<file path="src/hw/rtl/msm_pkg.sv">
// Shared types and codes for the multi-stack move and peek block.
// No dependencies; imported by the interfaces and the top level.
`timescale 1ns / 1ps
`default_nettype none

package msm_pkg;

   localparam int PILE_W   = 5;
   localparam int POS_W    = 5;
   localparam int CARD_W   = 5;
   localparam int STATUS_W = 2;
   localparam int CSR_W    = 5;

   typedef logic [PILE_W-1:0]   pile_num_type;
   typedef logic [POS_W-1:0]    pos_type;
   typedef logic [CARD_W-1:0]   card_type;
   typedef logic [STATUS_W-1:0] status_type;
   typedef logic [CSR_W-1:0]    csr_type;

   localparam logic REQ_MOVE  = 1'b0;
   localparam logic REQ_QUERY = 1'b1;

   localparam status_type ST_OK       = 2'd0;
   localparam status_type ST_EMPTY    = 2'd1;
   localparam status_type ST_POSITION = 2'd2;
   localparam status_type ST_RANGE    = 2'd3;

   localparam logic    CSR_PILES_IN_USE = 1'b0;
   localparam csr_type PILES_IN_USE_RST = 5'd16;

endpackage

`default_nettype wire

</file>
<file path="src/hw/rtl/msm_req_if.sv">
// Request channel: valid/ready handshake carrying one request beat.
// Depends on msm_pkg.
`timescale 1ns / 1ps
`default_nettype none

interface msm_req_if import msm_pkg::*; ();
   logic         valid;
   logic         ready;
   logic         req_type;
   pile_num_type source_pile;
   pile_num_type dest_pile;
   pos_type      position;

   modport source (output valid, req_type, source_pile, dest_pile, position, input ready);
   modport sink   (input valid, req_type, source_pile, dest_pile, position, output ready);
endinterface

`default_nettype wire

</file>
<file path="src/hw/rtl/msm_rsp_if.sv">
// Response channel: valid/ready handshake carrying one result beat.
// Depends on msm_pkg.
`timescale 1ns / 1ps
`default_nettype none

interface msm_rsp_if import msm_pkg::*; ();
   logic       valid;
   logic       ready;
   card_type   card;
   status_type status;

   modport source (output valid, card, status, input ready);
   modport sink   (input valid, card, status, output ready);
endinterface

`default_nettype wire

</file>
<file path="src/hw/rtl/msm_ram.sv">
// Generic simple dual-port RAM: one write port, one registered read port.
// No dependencies.
`timescale 1ns / 1ps
`default_nettype none

module msm_ram #(
   parameter int WIDTH = 8,
   parameter int DEPTH = 16
) (
   input  wire logic                     clock,
   input  wire logic                     we,
   input  wire logic [$clog2(DEPTH)-1:0] waddr,
   input  wire logic [WIDTH-1:0]         wdata,
   input  wire logic                     re,
   input  wire logic [$clog2(DEPTH)-1:0] raddr,
   output logic [WIDTH-1:0]              rdata
);

   logic [WIDTH-1:0] mem [DEPTH];

   always_ff @(posedge clock) begin
      if (we) begin
         mem[waddr] <= wdata;
      end
      if (re) begin
         rdata <= mem[raddr];
      end
   end

endmodule

`default_nettype wire

</file>
<file path="src/hw/rtl/multi_stack_move_and_peek_top.sv">
// Multi-stack move and peek: pile heights and pile slots in two RAMs.
// Depends on msm_pkg, msm_req_if, msm_rsp_if and msm_ram.
// One request at a time. A move reads the source height, then the top card and the
// destination height, writes the source height back, then pushes the card. A query
// reads the height, then the card; errors skip the remaining steps to the result beat.
// Reset (synchronous) starts an init pass that writes every pile's height and
// bottom card; no request is accepted meanwhile.
`timescale 1ns / 1ps
`default_nettype none

module multi_stack_move_and_peek_top import msm_pkg::*; #(
   parameter int NUM_PILES = 16
) (
   input  wire logic  clock,
   input  wire logic  reset,
   msm_req_if.sink    req_if,
   msm_rsp_if.source  rsp_if,
   input  wire logic  psel,
   input  wire logic  penable,
   input  wire logic  pwrite,
   input  wire logic [2:0]  paddr,
   input  wire logic [31:0] pwdata,
   output logic [31:0] prdata,
   output logic        pready
);

   localparam int PW  = $clog2(NUM_PILES);
   localparam int HW  = $clog2(NUM_PILES + 1);
   localparam int SD  = NUM_PILES * NUM_PILES;
   localparam int SAW = $clog2(SD);
   localparam int XW  = (PW > PILE_W) ? PW : PILE_W;

   localparam logic [2:0] S_INIT   = 3'd0;
   localparam logic [2:0] S_IDLE   = 3'd1;
   localparam logic [2:0] S_HS     = 3'd2;
   localparam logic [2:0] S_QCARD  = 3'd3;
   localparam logic [2:0] S_MVCARD = 3'd4;
   localparam logic [2:0] S_MVPUSH = 3'd5;
   localparam logic [2:0] S_EMIT   = 3'd6;

   function automatic logic [PW-1:0] pile_idx(input pile_num_type p);
      logic [XW-1:0] t;
      t = XW'(p) - XW'(1);
      return t[PW-1:0];
   endfunction

   function automatic logic [SAW-1:0] slot_addr(input logic [31:0] p, input logic [31:0] k);
      return SAW'(p * 32'(NUM_PILES) + k);
   endfunction

   function automatic logic pile_ok(input pile_num_type p, input csr_type lim);
      return (p != '0) && (p <= lim) && (32'(p) <= 32'(NUM_PILES));
   endfunction

   logic [2:0]    state_ff, state_in;
   logic [PW-1:0] init_cnt_ff, init_cnt_in;
   csr_type       piles_in_use_ff, piles_in_use_in;
   logic          is_query_ff, is_query_in;
   logic [PW-1:0] src_ff, src_in;
   logic [PW-1:0] dst_ff, dst_in;
   pos_type       pos_ff, pos_in;
   logic [HW-1:0] hs_ff, hs_in;
   logic [HW-1:0] hd_ff, hd_in;
   logic [HW-1:0] card_ff, card_in;
   logic [HW-1:0] res_card_ff, res_card_in;
   status_type    res_status_ff, res_status_in;
   logic          rsp_valid_ff, rsp_valid_in;
   card_type      rsp_card_ff, rsp_card_in;
   status_type    rsp_status_ff, rsp_status_in;

   logic            h_we, h_re;
   logic [PW-1:0]   h_waddr, h_raddr;
   logic [HW-1:0]   h_wdata, h_rdata;
   logic            s_we, s_re;
   logic [SAW-1:0]  s_waddr, s_raddr;
   logic [HW-1:0]   s_wdata, s_rdata;

   logic req_beat, csr_wr, range_ok, rsp_free;
   logic [HW-1:0] hd_eff;

   msm_ram #(.WIDTH(HW), .DEPTH(NUM_PILES)) u_height_ram (
      .clock (clock),
      .we    (h_we),
      .waddr (h_waddr),
      .wdata (h_wdata),
      .re    (h_re),
      .raddr (h_raddr),
      .rdata (h_rdata)
   );

   msm_ram #(.WIDTH(HW), .DEPTH(SD)) u_slot_ram (
      .clock (clock),
      .we    (s_we),
      .waddr (s_waddr),
      .wdata (s_wdata),
      .re    (s_re),
      .raddr (s_raddr),
      .rdata (s_rdata)
   );

   assign req_if.ready  = (state_ff == S_IDLE);
   assign req_beat      = req_if.valid && req_if.ready;
   assign rsp_if.valid  = rsp_valid_ff;
   assign rsp_if.card   = rsp_card_ff;
   assign rsp_if.status = rsp_status_ff;
   assign rsp_free      = !rsp_valid_ff || rsp_if.ready;

   assign pready = 1'b1;
   assign csr_wr = psel && penable && pwrite && pready;
   assign prdata = (paddr[2] == CSR_PILES_IN_USE) ? 32'(piles_in_use_ff) : 32'd0;

   assign range_ok = pile_ok(req_if.source_pile, piles_in_use_ff) &&
                     ((req_if.req_type == REQ_QUERY) ||
                      pile_ok(req_if.dest_pile, piles_in_use_ff));
   assign hd_eff   = (src_ff == dst_ff) ? HW'(hs_ff - 1'b1) : h_rdata;

   always_comb begin
      state_in        = state_ff;
      init_cnt_in     = init_cnt_ff;
      piles_in_use_in = piles_in_use_ff;
      is_query_in     = is_query_ff;
      src_in          = src_ff;
      dst_in          = dst_ff;
      pos_in          = pos_ff;
      hs_in           = hs_ff;
      hd_in           = hd_ff;
      card_in         = card_ff;
      res_card_in     = res_card_ff;
      res_status_in   = res_status_ff;
      rsp_valid_in    = rsp_valid_ff && !rsp_if.ready;
      rsp_card_in     = rsp_card_ff;
      rsp_status_in   = rsp_status_ff;
      h_we    = 1'b0;
      h_waddr = '0;
      h_wdata = '0;
      h_re    = 1'b0;
      h_raddr = '0;
      s_we    = 1'b0;
      s_waddr = '0;
      s_wdata = '0;
      s_re    = 1'b0;
      s_raddr = '0;

      if (csr_wr && (paddr[2] == CSR_PILES_IN_USE)) begin
         piles_in_use_in = pwdata[CSR_W-1:0];
      end

      case (state_ff)
         S_INIT: begin
            h_we    = 1'b1;
            h_waddr = init_cnt_ff;
            h_wdata = HW'(1);
            s_we    = 1'b1;
            s_waddr = slot_addr(32'(init_cnt_ff), 32'd0);
            s_wdata = HW'(32'(init_cnt_ff) + 32'd1);
            init_cnt_in = PW'(32'(init_cnt_ff) + 32'd1);
            if (init_cnt_ff == PW'(NUM_PILES - 1)) begin
               state_in = S_IDLE;
            end
         end
         S_IDLE: begin
            if (req_beat) begin
               is_query_in = (req_if.req_type == REQ_QUERY);
               src_in      = pile_idx(req_if.source_pile);
               dst_in      = pile_idx(req_if.dest_pile);
               pos_in      = req_if.position;
               if (range_ok) begin
                  h_re     = 1'b1;
                  h_raddr  = pile_idx(req_if.source_pile);
                  state_in = S_HS;
               end else begin
                  res_card_in   = '0;
                  res_status_in = ST_RANGE;
                  state_in      = S_EMIT;
               end
            end
         end
         S_HS: begin
            hs_in = h_rdata;
            if (is_query_ff) begin
               if ((pos_ff == '0) || (32'(pos_ff) > 32'(h_rdata)) ||
                   (32'(pos_ff) > 32'(NUM_PILES))) begin
                  res_card_in   = '0;
                  res_status_in = ST_POSITION;
                  state_in      = S_EMIT;
               end else begin
                  s_re     = 1'b1;
                  s_raddr  = slot_addr(32'(src_ff), 32'(pos_ff) - 32'd1);
                  state_in = S_QCARD;
               end
            end else if (h_rdata == '0) begin
               res_card_in   = '0;
               res_status_in = ST_EMPTY;
               state_in      = S_EMIT;
            end else begin
               s_re     = 1'b1;
               s_raddr  = slot_addr(32'(src_ff), 32'(h_rdata) - 32'd1);
               h_re     = 1'b1;
               h_raddr  = dst_ff;
               state_in = S_MVCARD;
            end
         end
         S_QCARD: begin
            res_card_in   = s_rdata;
            res_status_in = ST_OK;
            state_in      = S_EMIT;
         end
         S_MVCARD: begin
            card_in  = s_rdata;
            hd_in    = hd_eff;
            h_we     = 1'b1;
            h_waddr  = src_ff;
            h_wdata  = HW'(hs_ff - 1'b1);
            state_in = S_MVPUSH;
         end
         S_MVPUSH: begin
            h_we     = 1'b1;
            h_waddr  = dst_ff;
            h_wdata  = HW'(32'(hd_ff) + 32'd1);
            s_we     = 1'b1;
            s_waddr  = slot_addr(32'(dst_ff), 32'(hd_ff));
            s_wdata  = card_ff;
            res_card_in   = card_ff;
            res_status_in = ST_OK;
            state_in = S_EMIT;
         end
         S_EMIT: begin
            if (rsp_free) begin
               rsp_valid_in  = 1'b1;
               rsp_card_in   = CARD_W'(res_card_ff);
               rsp_status_in = res_status_ff;
               state_in      = S_IDLE;
            end
         end
         default: begin
            state_in = S_IDLE;
         end
      endcase
   end

   always_ff @(posedge clock) begin
      if (reset) begin
         state_ff        <= S_INIT;
         init_cnt_ff     <= '0;
         piles_in_use_ff <= PILES_IN_USE_RST;
         rsp_valid_ff    <= 1'b0;
      end else begin
         state_ff        <= state_in;
         init_cnt_ff     <= init_cnt_in;
         piles_in_use_ff <= piles_in_use_in;
         rsp_valid_ff    <= rsp_valid_in;
      end
   end

   always_ff @(posedge clock) begin
      is_query_ff   <= is_query_in;
      src_ff        <= src_in;
      dst_ff        <= dst_in;
      pos_ff        <= pos_in;
      hs_ff         <= hs_in;
      hd_ff         <= hd_in;
      card_ff       <= card_in;
      res_card_ff   <= res_card_in;
      res_status_ff <= res_status_in;
      rsp_card_ff   <= rsp_card_in;
      rsp_status_ff <= rsp_status_in;
   end

   a_err_card_zero: assert property (@(posedge clock) disable iff (reset)
      rsp_valid_ff && (rsp_status_ff != ST_OK) |-> (rsp_card_ff == '0))
      else $error("non-ok result carries a card");

   a_init_blocks_req: assert property (@(posedge clock) disable iff (reset)
      $past(reset) |-> !req_if.ready && (init_cnt_ff == '0))
      else $error("request taken before init pass");

   a_push_after_pop: assert property (@(posedge clock) disable iff (reset)
      (state_ff == S_MVPUSH) |-> ($past(state_ff) == S_MVCARD))
      else $error("push without pop");

   a_emit_holds_output: assert property (@(posedge clock) disable iff (reset)
      (state_ff == S_EMIT) && rsp_valid_ff && !rsp_if.ready |=> (state_ff == S_EMIT))
      else $error("result overwritten while stalled");

endmodule

`default_nettype wire
</file>
<file path="src/flat_wrapper.sv">
// flat-port wrapper written by rule: the top's interface ports become plain ports
module multi_stack_move_and_peek_top_flat import msm_pkg::*;
#(
   parameter int NUM_PILES = 16
)
  (clock, reset, psel, penable, pwrite, paddr, pwdata, prdata, pready, req_if_valid, req_if_req_type, req_if_source_pile, req_if_dest_pile, req_if_position, req_if_ready, rsp_if_valid, rsp_if_card, rsp_if_status, rsp_if_ready);
  msm_req_if req_if_i ();
  msm_rsp_if rsp_if_i ();
  input  wire logic clock;
  input  wire logic reset;
  input  wire logic psel;
  input  wire logic penable;
  input  wire logic pwrite;
  input  wire logic [2:0] paddr;
  input  wire logic [31:0] pwdata;
  output logic [31:0] prdata;
  output logic pready;
  input wire logic [$bits(req_if_i.valid)-1:0] req_if_valid;
  input wire logic [$bits(req_if_i.req_type)-1:0] req_if_req_type;
  input wire logic [$bits(req_if_i.source_pile)-1:0] req_if_source_pile;
  input wire logic [$bits(req_if_i.dest_pile)-1:0] req_if_dest_pile;
  input wire logic [$bits(req_if_i.position)-1:0] req_if_position;
  output wire logic [$bits(req_if_i.ready)-1:0] req_if_ready;
  output wire logic [$bits(rsp_if_i.valid)-1:0] rsp_if_valid;
  output wire logic [$bits(rsp_if_i.card)-1:0] rsp_if_card;
  output wire logic [$bits(rsp_if_i.status)-1:0] rsp_if_status;
  input wire logic [$bits(rsp_if_i.ready)-1:0] rsp_if_ready;
  assign req_if_i.valid = req_if_valid;
  assign req_if_i.req_type = req_if_req_type;
  assign req_if_i.source_pile = req_if_source_pile;
  assign req_if_i.dest_pile = req_if_dest_pile;
  assign req_if_i.position = req_if_position;
  assign req_if_ready = req_if_i.ready;
  assign rsp_if_valid = rsp_if_i.valid;
  assign rsp_if_card = rsp_if_i.card;
  assign rsp_if_status = rsp_if_i.status;
  assign rsp_if_i.ready = rsp_if_ready;
  multi_stack_move_and_peek_top #(.NUM_PILES(NUM_PILES)) u_core (.clock(clock), .reset(reset), .req_if(req_if_i), .rsp_if(rsp_if_i), .psel(psel), .penable(penable), .pwrite(pwrite), .paddr(paddr), .pwdata(pwdata), .prdata(prdata), .pready(pready));
endmodule
</file>
<file path="config.mk">
export PLATFORM = sky130hd
export DESIGN_NAME = multi_stack_move_and_peek_top_flat
export DESIGN_NICKNAME = d
export VERILOG_FILES = /design/src/hw/rtl/msm_pkg.sv /design/src/hw/rtl/msm_req_if.sv /design/src/hw/rtl/msm_rsp_if.sv /design/src/hw/rtl/msm_ram.sv /design/src/hw/rtl/multi_stack_move_and_peek_top.sv /design/src/flat_wrapper.sv
export SDC_FILE = /design/constraint.sdc
export NUM_CORES = 2
export LEC_CHECK = 0
export ABC_AREA = 1
export ABC_CLOCK_PERIOD_IN_PS = 32100
export BUFFER_PORTS_ARGS = -buffer_cell sky130_fd_sc_hd__buf_2
export CORE_MARGIN = 2
export CORE_UTILIZATION = 30
export DETAILED_ROUTE_END_ITERATION = 10
export SLEW_MARGIN = 20
export SYNTH_ARGS = -nofsm -noshare
export SYNTH_HDL_FRONTEND = slang
export SYNTH_HIERARCHICAL = 1
export SYNTH_SLANG_ARGS = --single-unit
</file>
<file path="constraint.sdc">
create_clock -name clock -period 32.1 [get_ports clock]
set_clock_uncertainty 0.05 [all_clocks]
set_input_delay 3.21 -clock clock [delete_from_list [all_inputs] [get_ports clock]]
set_output_delay 3.21 -clock clock [all_outputs]
set_load 0.02 [all_outputs]
</file>
Word-level counts from Yosys, hierarchy flattened
Memories as Yosys holds them, arrays and structs flattened. A register that Yosys moved wholly into a read port is not among the register bits.
Cells that the tools add are included.
{ "word_totals": {"reg_bits": 56, "ramBits": 1360, "inputBits": 58, "output_inout_bits": 42, "word_cells": 130, "memories": 2} }
{ "mem_list": {"columns": ["memory", "words", "width", "rd", "rd_ports_with_merged_regs", "write_ports", "line", "source"], "rows": [
  ["u_core.u_slot_ram.mem", 256, 5, 1, 1, 1, "msm_ram.sv:19", "logic [WIDTH-1:0] mem [DEPTH];"],
  ["u_core.u_height_ram.mem", 16, 5, 1, 1, 1, "msm_ram.sv:19", null]
]} }
{ "classes": {"add_sub_neg": 10, "magnitude_cmp": 6, "eq_ne": 14, "n_mux": 51, "bitwise": 1, "n_reduce_logical": 31} }
{ "ops": {"columns": ["op", "count"], "rows": [
  ["5-bit 2-to-1 mux", 7],
  ["8-bit 2-to-1 mux", 4],
  ["5-bit case mux with 4 select lines", 1],
  ["3-bit 2-to-1 mux", 6],
  ["3-bit case mux with 6 select lines", 1],
  ["8-bit adder", 2],
  ["4-bit 2-to-1 mux", 4],
  ["8-bit case mux with 2 select lines", 1],
  ["1-bit 2-to-1 mux", 15],
  ["5-bit case mux with 3 select lines", 1],
  ["2-bit 2-to-1 mux", 6],
  ["4-bit case mux with 3 select lines", 1],
  ["5-bit by 1-bit subtractor with 6-bit output (second input constant)", 2],
  ["5-bit less-or-equal comparator", 2],
  ["5-bit less-or-equal comparator (second input constant)", 2],
  ["1-bit logical AND", 10],
  ["5-bit logical NOT", 2],
  ["5-bit case mux with 2 select lines", 1],
  ["5-bit AND reduction", 2],
  ["5-bit nonzero test", 2],
  ["3-bit equality test (second input constant)", 3],
  ["8-bit by 5-bit adder with 8-bit output", 1],
  ["4-bit case mux with 2 select lines", 1],
  ["4-bit by 1-bit subtractor with 4-bit output (second input constant)", 2],
  ["25 further kinds", 34]
]} }

Logic depth before layout (Yosys ltp)
{ "depth": {"word_depth": 8, "ltp_mapped": 24} }

Cells and area by module
Netlist, hierarchy kept.
{ "modules_own_cells": {"columns": ["mod", "instances", "cells_each", "area_per_inst_um2"], "rows": [
  ["msm_ram at u_core.u_slot_ram", 1, 4552, 52768.1],
  ["msm_ram at u_core.u_height_ram", 1, 355, 3783.6],
  ["multi_stack_move_and_peek_top", 1, 455, 3783.6]
]} }

Worst setup path after synthesis
No wires, ideal clock.
{ "synth_timing": {"path_type": "register -> register", "start": "register u_core.state_ff[0]", "end": "memory u_core/u_slot_ram/mem[0][3] (netlist bit), data pin", "arrival_time_ns": 10.866, "path_slack_ns": 18.995, "stages_incl_launch_ff": 6, "period_less_slack_ns": 13.105, "path_cell_list": "dfxtp_1 inv_2 nor2_2 nand2_1 clkbuf_1 o21ai_0"} }
{ "synth_via": {"elab_chain_len": 2} }
{ "synth_lines": {"columns": ["item", "line", "source"], "rows": [
  ["start, declared", "multi_stack_move_and_peek_top.sv:55", "logic [2:0] state_ff, state_in;"],
  ["start signal, assigned", "multi_stack_move_and_peek_top.sv:248", "state_ff <= state_in;"],
  ["3-bit equality test / 3-bit logical NOT (equally long branches)", "multi_stack_move_and_peek_top.sv:148", "case (state_ff)"],
  ["5-bit case mux with 2 select lines (*)", "multi_stack_move_and_peek_top.sv:148", null],
  ["net u_core.s_wdata[3]", "multi_stack_move_and_peek_top.sv:76", "logic [HW-1:0] s_wdata, s_rdata;"],
  ["end, declared", "msm_ram.sv:19", null]
]} }
Mark *: on every way through the listed nets, which the timed path passes. The rest lies on a longest branch.

Worst setup path after layout
{ "layout_timing": {"start": "register u_core.u_height_ram.rdata[2] (read register of u_core.u_height_ram.mem)", "end": "register u_core.u_slot_ram.rdata[2] (read register of u_core.u_slot_ram.mem), data pin"} }
{ "layout_via": {"elab_chain_len": 6} }
{ "layout_lines": {"columns": ["item", "line", "source"], "rows": [
  ["start, declared", "msm_ram.sv:16", "output logic [WIDTH-1:0] rdata"],
  ["5-bit > comparator", "multi_stack_move_and_peek_top.sv:181", "if ((pos_ff == '0) || (32'(pos_ff) > 32'(h_rdata)) ||"],
  ["1-bit logical OR (2 in a row)", "multi_stack_move_and_peek_top.sv:181", null],
  ["8-bit 2-to-1 mux", "multi_stack_move_and_peek_top.sv:181", null],
  ["8-bit 2-to-1 mux (*)", "multi_stack_move_and_peek_top.sv:180", "if (is_query_ff) begin"],
  ["8-bit 2-to-1 mux (*)", "multi_stack_move_and_peek_top.sv:148", null],
  ["net u_core.s_raddr[0]", "multi_stack_move_and_peek_top.sv:75", "logic [SAW-1:0] s_waddr, s_raddr;"],
  ["end, declared", "msm_ram.sv:16", null]
]} }
Marks and branches as above.
A chain may end at the register's enable or synchronous reset.

==> impl_metrics.json <==
{
  "cp_max_fo": 196,
  "status": "complete, but fails checks",
  "hold_violations": 0,
  "mostFrequentLayoutCells": "nand2_1 (1581), edfxtp_1 (1413), nand3_1 (1315)",
  "grt_pass1_vias": 37700,
  "rr_worst_depth": 24,
  "clock_path_buffers": 3,
  "arrival_ps": 7630,
  "numCtsBuffers": 150,
  "ctsResizeCount": 0,
  "layout_commonest_cell": "nand2_1",
  "port_buffers": 42,
  "grt_antenna_before_repair": 4,
  "criticalPathCategory": "reg2reg",
  "rr_endpoint": "u_core/u_slot_ram/rdata[2]$_DFFE_PP_",
  "async_flop_share_pct": 0,
  "tns_ps": 0,
  "grtUsageTotal_pct": 14.8,
  "fmax_mhz": 141,
  "powerDensity_nw_per_um2": 69.2,
  "max_cap_violations": 0,
  "fillCellCount": 19800,
  "initial_core_util_pct": 30.2,
  "synth-edff-count": 1413,
  "finalMaxSlewViolations": 0,
  "cp-end-kind": "flop",
  "die_x_um": 452,
  "ys_seq_elements": 1426,
  "postCtsSetupBuffers": 0,
  "synth_seq_area_share_pct": 70.8,
  "setup_ws_ps": 25010,
  "ys_warn_count": 6,
  "grt_max_degree": 215,
  "dp_slack_ps": 25050,
  "postSynthCellCount": 5362,
  "p_leak_nw": 23.2,
  "syn_avg_cell_area_um2": 11.3,
  "first_pass_iters": 8,
  "netlist_area_um2": 60300,
  "reg2reg_from": "u_core/u_height_ram/rdata[2]$_DFFE_PP_",
  "cts_tree": "yes",
  "htreeDepth": 4,
  "ios": 100,
  "root_buffer": "clkbuf_16",
  "nets": 5359,
  "coreArea_um2": 200000,
  "clkTransAtPathRegs_ps": 60,
  "violations": "DRC",
  "reg_top3": "u_core/u_slot_ram/mem x1280, u_core/u_height_ram/mem x80",
  "finalCriticalPeriod_ps": 7090,
  "regMostFlops": "u_core/u_slot_ram/mem",
  "syn2layout_area_growth_pct": 11.8,
  "clock-sinks": 1426,
  "ant_nets": 0,
  "holdPathStages": 0,
  "vdd_drop_max_uv": 135,
  "slew_headroom_pct": 16.1,
  "r2r_setup_slack_ps": 25010,
  "grt_pass1_wl_um": 233000,
  "rows": 164,
  "ys.flop_type": "edfxtp_1",
  "dp_hpwl_um": 84600,
  "drive_gt1_share_pct": 6.95,
  "wirelength_um": 155000,
  "post_drt_wl_per_cell_um": 19.3,
  "min_to": "u_core/rsp_if.status[1]$_DFFE_PP_",
  "dieArea_um2": 205000,
  "drc_errors": 2,
  "worst_pin_slew_ps": 1260,
  "rsz0062_at_grt": "no",
  "insertion_delay_ps": 790,
  "grt.overflow.total": 0,
  "hold_class": "reg2reg",
  "worstSetupStartpointType": "flop",
  "cp_data_required_time_ps": 32640,
  "gp_congestion": 0.808,
  "fp.dieH_um": 452,
  "vias": 39500,
  "multi_input_area_um2": 15400,
  "regArea_um2": 42700,
  "yosysUniqueCellTypes": 38,
  "viasPerCell": 4.91,
  "min_from": "u_core/res_status_ff[1]$_DFFE_PP_",
  "period_share_pct": 22.1,
  "largest_reg_flops": 1280,
  "cts_hold_buf": 0,
  "drt_iter0_drc": 3893,
  "finalSetupViolCount": 0
}
[metal layers]
metal	track usage (%)	part of all wire [%]
met1	19.9	42
met2	24.3	47
met3	2.63	7.4
met4	4.52	2.6
met5	0	0
[worst max-delay path by stage]
stage	start	to	slack (ps)	cells after the start
floorplan	u_core/state_ff[0]$_SDFFE_PP0P_	u_core/u_slot_ram/mem[0][3]$_DFFE_PP_	19000	5
global placement	u_core/u_height_ram/rdata[2]$_DFFE_PP_	u_core/u_slot_ram/rdata[3]$_DFFE_PP_	25080	25
detailed placement	u_core/u_height_ram/rdata[2]$_DFFE_PP_	u_core/u_slot_ram/rdata[3]$_DFFE_PP_	25050	25
CTS	u_core/u_height_ram/rdata[2]$_DFFE_PP_	u_core/u_slot_ram/rdata[3]$_DFFE_PP_	25030	25
global route	u_core/u_height_ram/rdata[2]$_DFFE_PP_	u_core/u_slot_ram/rdata[3]$_DFFE_PP_	24500	24
finish	u_core/u_height_ram/rdata[2]$_DFFE_PP_	u_core/u_slot_ram/rdata[2]$_DFFE_PP_	25010	24
[cells in the mapped netlist, types with 9 or more instances]
library cell | count | share of area, %
clkbuf_1 | 70 | 0.44
nand2_2 | 21 | 0.22
o21ai_0 | 25 | 0.21
ha_1 | 32 | 0.66
nand2_1 | 1595 | 9.9
o22ai_1 | 10 | 0.10
buf_2 | 195 | 1.6
xnor2_1 | 9 | 0.13
nand3_1 | 1315 | 11
xor2_1 | 16 | 0.23
buf_4 | 69 | 0.86
dfxtp_1 | 13 | 0.43
edfxtp_1 | 1413 | 70
inv_1 | 135 | 0.84
buf_1 | 18 | 0.11
nor2_1 | 334 | 2.1
a21oi_1 | 19 | 0.16
inv_2 | 34 | 0.21
[cell type report]
cell class                      instances  share of cell area, %
Tap cell                             2656                   4.93
Multi-Input combinational cell       3434                   22.8
Clock inverter                         78                   1.09
Timing Repair Buffer                   84                  0.983
Clock buffer                          189                   5.92
Inverter                              171                  0.995
Antenna cell                            1                0.00371
Sequential cell                      1426                   63.3
[through the flow]
stage          hold slack (ps)  power, W  cell area [um^2]  utilization, %  instances
6_report                   370   0.00467             67400            33.7       8039
3_5_place_dp               357   0.00302             62700            31.4       7771
4_1_cts                    371   0.00470             67400            33.7       8038
5_1_grt                    376   0.00482             67400            33.7       8038
2_1_floorplan              350   0.00286             60400               -       5388
3_3_place_gp               357   0.00301             62700            31.4       7771
[power by group]
group	switching (W)	leakage, nW	internal, W
Combinational	0.000540	8.44	0.0000946
Sequential	0.0000139	12.5	0.00233
Clock	0.000707	2.31	0.000977
Total	0.00126	23.2	0.00341
[worst max-delay path, stage by stage (launching register included)]
cell and delay [ps]:
edfxtp_1 450, inv_1 130, ha_1 310, nand2_1 50, nor2_1 130, nand2_1 80, nand2_1 70, nand2_1 70
inv_1 130, nand2_1 310, o22ai_4 190, buf_4 780, buf_12 640, buf_4 810, buf_4 920, nand2_1 140
nand3_1 130, nand3_1 90, nand3_1 160, nand3_1 160, nand2_1 210, nand2_1 80, nand3_1 200, nand3_1 170
nand2_1 230
[logic make-up (layout without fill, tap and decap cells)]
| family | Yosys count | after routing | share of synthesized area (%) |
|---|---|---|---|
| adders and majority gates | 34 | 34 | 0.730 |
| AOI/OAI and AO/OA | 63 | 63 | 0.579 |
| buffers and inverters | 528 | 522 | 4.22 |
| and+or+nand+nor | 3284 | 3284 | 23.3 |
| xor gates and xnor gates | 25 | 25 | 0.363 |
| other | 2 | 29 | 0.0124 |
| DFF | 1426 | 1426 | 70.8 |
Power figures use the tool's default switching activity.
